### config.mk
export PLATFORM = sky130hd
export DESIGN_NAME = psu_predict
export DESIGN_NICKNAME = d
export VERILOG_FILES = /design/src/rtl/psu_pkg.sv /design/src/rtl/psu_predict.sv
export SDC_FILE = /design/constraint.sdc
export NUM_CORES = 1
export LEC_CHECK = 0
export BUFFER_PORTS_ARGS = -buffer_cell sky130_fd_sc_hd__buf_4
export CORE_MARGIN = 5
export CORE_UTILIZATION = 45
export DETAILED_ROUTE_END_ITERATION = 10
export PLACE_DENSITY = 0.67
export SYNTH_ARGS = -nofsm -noshare
export SYNTH_HDL_FRONTEND = slang
export SYNTH_SLANG_ARGS = --single-unit
### constraint.sdc
create_clock -name vclk -period 5.95
set_clock_uncertainty 0.05 [all_clocks]
set_input_delay 0 -clock vclk [all_inputs]
set_output_delay 0 -clock vclk [all_outputs]
set_load 0.1 [all_outputs]
### src/rtl/psu_pkg.sv
package psu_pkg;

  // Default sizes of the line store and the pixel history
  localparam int MAX_ROW_BYTES_DEF   = 4096;
  localparam int MAX_PIXEL_BYTES_DEF = 8;

  // Configuration port
  localparam int CFG_IDX_W  = 2;
  localparam int CFG_DATA_W = 13;
  localparam int BPP_W      = 4;

  localparam logic [CFG_IDX_W-1:0] REG_ROW_LEN = 2'd0;
  localparam logic [CFG_IDX_W-1:0] REG_BPP     = 2'd1;

  localparam logic [CFG_DATA_W-1:0] ROW_LEN_RST = 13'd4096;
  localparam logic [BPP_W-1:0]      BPP_RST     = 4'd1;

  typedef enum logic [1:0] {
    KIND_SUB   = 2'd0,
    KIND_UP    = 2'd1,
    KIND_AVG   = 2'd2,
    KIND_PAETH = 2'd3
  } filter_kind_e;

endpackage

### src/rtl/psu_predict.sv
module psu_predict (
  input  psu_pkg::filter_kind_e kind_i,
  input  logic [7:0]            data_i,
  input  logic [7:0]            left_i,
  input  logic [7:0]            above_i,
  input  logic [7:0]            upleft_i,
  output logic [7:0]            recon_o
);

  logic [8:0]        avg_sum;
  logic signed [10:0] a_s, b_s, c_s;
  logic signed [10:0] pa_s, pb_s, pc_s;
  logic [10:0]        pa, pb, pc;
  logic [7:0]         paeth;
  logic [7:0]         pred;

  assign avg_sum = {1'b0, left_i} + {1'b0, above_i};

  // Paeth distances: |p-a| = |b-c|, |p-b| = |a-c|, |p-c| = |a+b-2c|
  always_comb begin
    a_s  = signed'({3'b000, left_i});
    b_s  = signed'({3'b000, above_i});
    c_s  = signed'({3'b000, upleft_i});
    pa_s = b_s - c_s;
    pb_s = a_s - c_s;
    pc_s = a_s + b_s - c_s - c_s;
    pa   = (pa_s < 0) ? 11'(-pa_s) : 11'(pa_s);
    pb   = (pb_s < 0) ? 11'(-pb_s) : 11'(pb_s);
    pc   = (pc_s < 0) ? 11'(-pc_s) : 11'(pc_s);
    if ((pa <= pb) && (pa <= pc)) begin
      paeth = left_i;
    end else if (pb <= pc) begin
      paeth = above_i;
    end else begin
      paeth = upleft_i;
    end
  end

  always_comb begin
    case (kind_i)
      psu_pkg::KIND_SUB:   pred = left_i;
      psu_pkg::KIND_UP:    pred = above_i;
      psu_pkg::KIND_AVG:   pred = avg_sum[8:1];
      psu_pkg::KIND_PAETH: pred = paeth;
      default:             pred = left_i;
    endcase
  end

  assign recon_o = data_i + pred;

endmodule

==> results.txt <==
Entering global routing, the biggest net connects 15 pins. The worst setup path is captured at an output pin. The number of hold buffers added after CTS was 0.

The count of final setup violators was 7; the final period utilization was 116%. The routed design has 12900 um of wire. The logs give 4494 for the via count of the first global-routing pass and 6.87 ns for the endpoint arrival time on the critical path. Setup repair after global routing could not meet its margin everywhere. The die covers 10600 um2. The checks that failed: negative setup slack.

The mean area per synthesized cell is 7.40 um2. After legalization and detailed placement, the total HPWL measured 10800 um. The run gives -0.974 ns as the final worst setup slack. For this run, the post-layout net count is 815. Summed over its instances, the top area cell type makes up 26.1% of the synthesized netlist area. By area the synthesized netlist is led by sky130_fd_sc_hd__ha_1, sky130_fd_sc_hd__xnor2_1, sky130_fd_sc_hd__fa_1, sky130_fd_sc_hd__inv_1, sky130_fd_sc_hd__a21oi_1. The most numerous cell type found on the critical path is sky130_fd_sc_hd__a21oi_2. In the final routed layout, each cell accounts on average for 16.4 um. The highest-delay cell along the critical path is sky130_fd_sc_hd__fa_1. Counting I/O delays and the setup requirement, the final critical path takes 6.92 ns. The total area inside the core boundary comes to 8300 um2.

In the routed layout, each cell is associated on average with a via count of 5.71. The final hold violation count came out at 0. For the weighted congestion at the end of routability-driven global placement, the log shows 0.868.

The count of maximum capacitance violations came out at 0. The flow ran to the end, but the final reports show violations. For this block, the initial DRC count from the detailed router was 208. After detailed routing, the number of remaining DRC violations is 0. The share of cells above drive strength 1 works out to 31.7%.

The first detailed-routing pass took 5 iterations. The run gives 524 as the number of instances in the synthesized netlist. The leakage power summed over all cells is 2.76 nW. Of the synthesized area, sequential elements account for 0%. The worst hold margin is 0.397 ns. The sequential cell count of the final layout is 0. Number of pins exceeding their max-slew limit in the final report: 0.

Area growth from synthesis to layout: 46.9%. For the number of library cell types mapped by synthesis, the log shows 64. The mapped netlist covers 3880 um2. The total vias in the final route was 4509; the height of the die was 103 um.

Classification of the worst setup path: in -> out. The run gives 5.90 ns as the worst path required time. Clock buffer instance count of the final layout: 0.

The maximum vdd ir drop was 0.440 mV; the total of warnings raised by yosys was 0. The first global-routing pass estimated 20800 um of wire. Registers take 0 um2. In the final layout, the multi-input gates occupy 4030 um2. In this run the remaining antenna-violating nets after routing total 0. The run gives 59.0% as the headroom to the max-slew limit. The number of buffers inserted by port buffering works out to 42.

The worst hold path belongs to the class in -> out. The all-layer global routing usage is 24.1%. The filler cells instantiated in the layout total 711.

The logs give 0 for the initial antenna violation count and 46.7% for the effective utilization at floorplan. The tools report the cell row count as 33. Library cell occupying the most area in the post-synthesis netlist: sky130_fd_sc_hd__ha_1. The delay of the slowest cell on the worst path was 0.54 ns; the total congestion overflow after global routing was 0. STA classifies the critical path startpoint as an input port.

The repair_antennas step left the layout with diodes totalling 0. For the highest achievable clock rate, the log shows 144 MHz. For this design the top-level I/O count stands at 42. In this run the worst path has a maximum fanout of 7.

The die width was 103 um; the slew at the pin closest to its max-slew limit was 0.613 ns. Dividing total power by cell area gives a power density of 402 nW/um2. Total negative slack for setup checks: -4.64 ns.
==> per-layer routing <==
layer | share of wire, % | track usage [%] | vias up
met4 | 2.0 | 3.39 | 0
met3 | 5.0 | 1.89 | 34
met1 | 45 | 32.1 | 2110
met2 | 48 | 43.6 | 126
met5 | 0 | 0 | -
li1 | - | - | 2239
==> report_power, final <==
part	internal, W	leakage (nW)	switching [W]
sequential	0	0	0
clock	0	0	0
combinational	0.00108	2.76	0.00121
total	0.00108	2.76	0.00121
==> repair_timing <==
action | CTS | global route
endpoints found under the setup margin | 7 | 8
setup buffers | 13 | 9
pin swaps | 47 | 33
resized for setup | 48 | 12
==> placed cells by master, fill, tap and decap left out, types with 3 or more instances in the layout <==
cell,n
sky130_fd_sc_hd__nor2_1,47
sky130_fd_sc_hd__nor3_1,12
sky130_fd_sc_hd__a2bb2oi_1,4
sky130_fd_sc_hd__o21a_1,9
sky130_fd_sc_hd__nand3_1,14
sky130_fd_sc_hd__buf_4,143
sky130_fd_sc_hd__a21o_1,14
sky130_fd_sc_hd__nor2b_1,11
sky130_fd_sc_hd__o21ai_1,5
sky130_fd_sc_hd__nand3b_1,3
sky130_fd_sc_hd__o211ai_1,5
sky130_fd_sc_hd__a21oi_1,33
sky130_fd_sc_hd__nand4_1,6
sky130_fd_sc_hd__or3_1,4
sky130_fd_sc_hd__mux2i_1,7
sky130_fd_sc_hd__buf_8,3
sky130_fd_sc_hd__o21ai_0,33
sky130_fd_sc_hd__ha_1,76
sky130_fd_sc_hd__inv_1,55
sky130_fd_sc_hd__a21oi_2,7
sky130_fd_sc_hd__fa_1,11
sky130_fd_sc_hd__a211oi_1,6
sky130_fd_sc_hd__a31oi_1,6
sky130_fd_sc_hd__buf_12,6
sky130_fd_sc_hd__nand2b_1,4
sky130_fd_sc_hd__conb_1,10
sky130_fd_sc_hd__xnor2_4,4
sky130_fd_sc_hd__or2_2,3
sky130_fd_sc_hd__ha_4,4
sky130_fd_sc_hd__xnor2_1,26
sky130_fd_sc_hd__xor2_1,16
sky130_fd_sc_hd__o21bai_1,6
sky130_fd_sc_hd__buf_6,6
sky130_fd_sc_hd__a22oi_1,3
sky130_fd_sc_hd__nand2_1,14
==> synth_stat cells (all sizes together) (3+ instances only) <==
master	number
a211oi	8
a21o	14
a21oi	42
a22oi	3
a2bb2oi	6
a31oi	6
clkbuf	4
fa	13
ha	81
inv	58
mux2	3
mux2i	8
nand2	15
nand2b	4
nand3	14
nand3b	3
nand4	6
nor2	49
nor2b	12
nor3	14
nor4b	3
o211ai	5
o21a	9
o21ai	41
o21bai	6
or2	3
or3	4
xnor2	31
xor2	17
==> per-stage QoR <==
| step | cell area, um2 | utilization, % | std cells | worst slack, ns | power [W] |
|---|---|---|---|---|---|
| finish | 5700 | 68.7 | 790 | -0.974 | 0.00229 |
| floorplan | 4110 | - | 532 | -0.557 | 0.00134 |
| detailed placement | 5260 | 63.3 | 771 | -0.992 | 0.00194 |
| global route | 5700 | 68.7 | 790 | -1.27 | 0.00247 |
| global placement | 5260 | 63.3 | 771 | -0.840 | 0.00190 |
| CTS | 5570 | 67.1 | 781 | -0.870 | 0.00214 |
==> worst paths after layout <==
check | start | end | slack, ns | cells after the start
setup / recovery | left_i[1] | recon_o[6] | -0.97 | 37
hold / removal | data_i[0] | recon_o[0] | 0.40 | 3
==> cell families after synthesis <==
logic type / Yosys count / synth area share [%]
AO/OA/AOI/OAI: 166 / 28.6
AND/OR/NAND/NOR: 140 / 18.3
adder cells (fa/ha/maj): 94 / 32.8
buffers and inverters: 63 / 6.29
XOR/XNOR: 48 / 10.8
multiplexers: 11 / 2.94
other: 2 / 0.194
==> critical path, delay by kind of cell <==
kind                       cells  cell delay, ns
AOI/OAI and AO/OA             14            2.47
xor gates and xnor gates       3            0.53
adders and majority gates      6            1.94
buffers and inverters          8            0.88
and+or+nand+nor                6            1.04
==> layout make-up <==
class	instances	share of cell area, %
Multi-Input combinational cell	469	70.8
Inverter	58	4.00
Timing Repair Buffer	158	22.9
Tap cell	105	2.31
(Power assumes the default switching activity.)
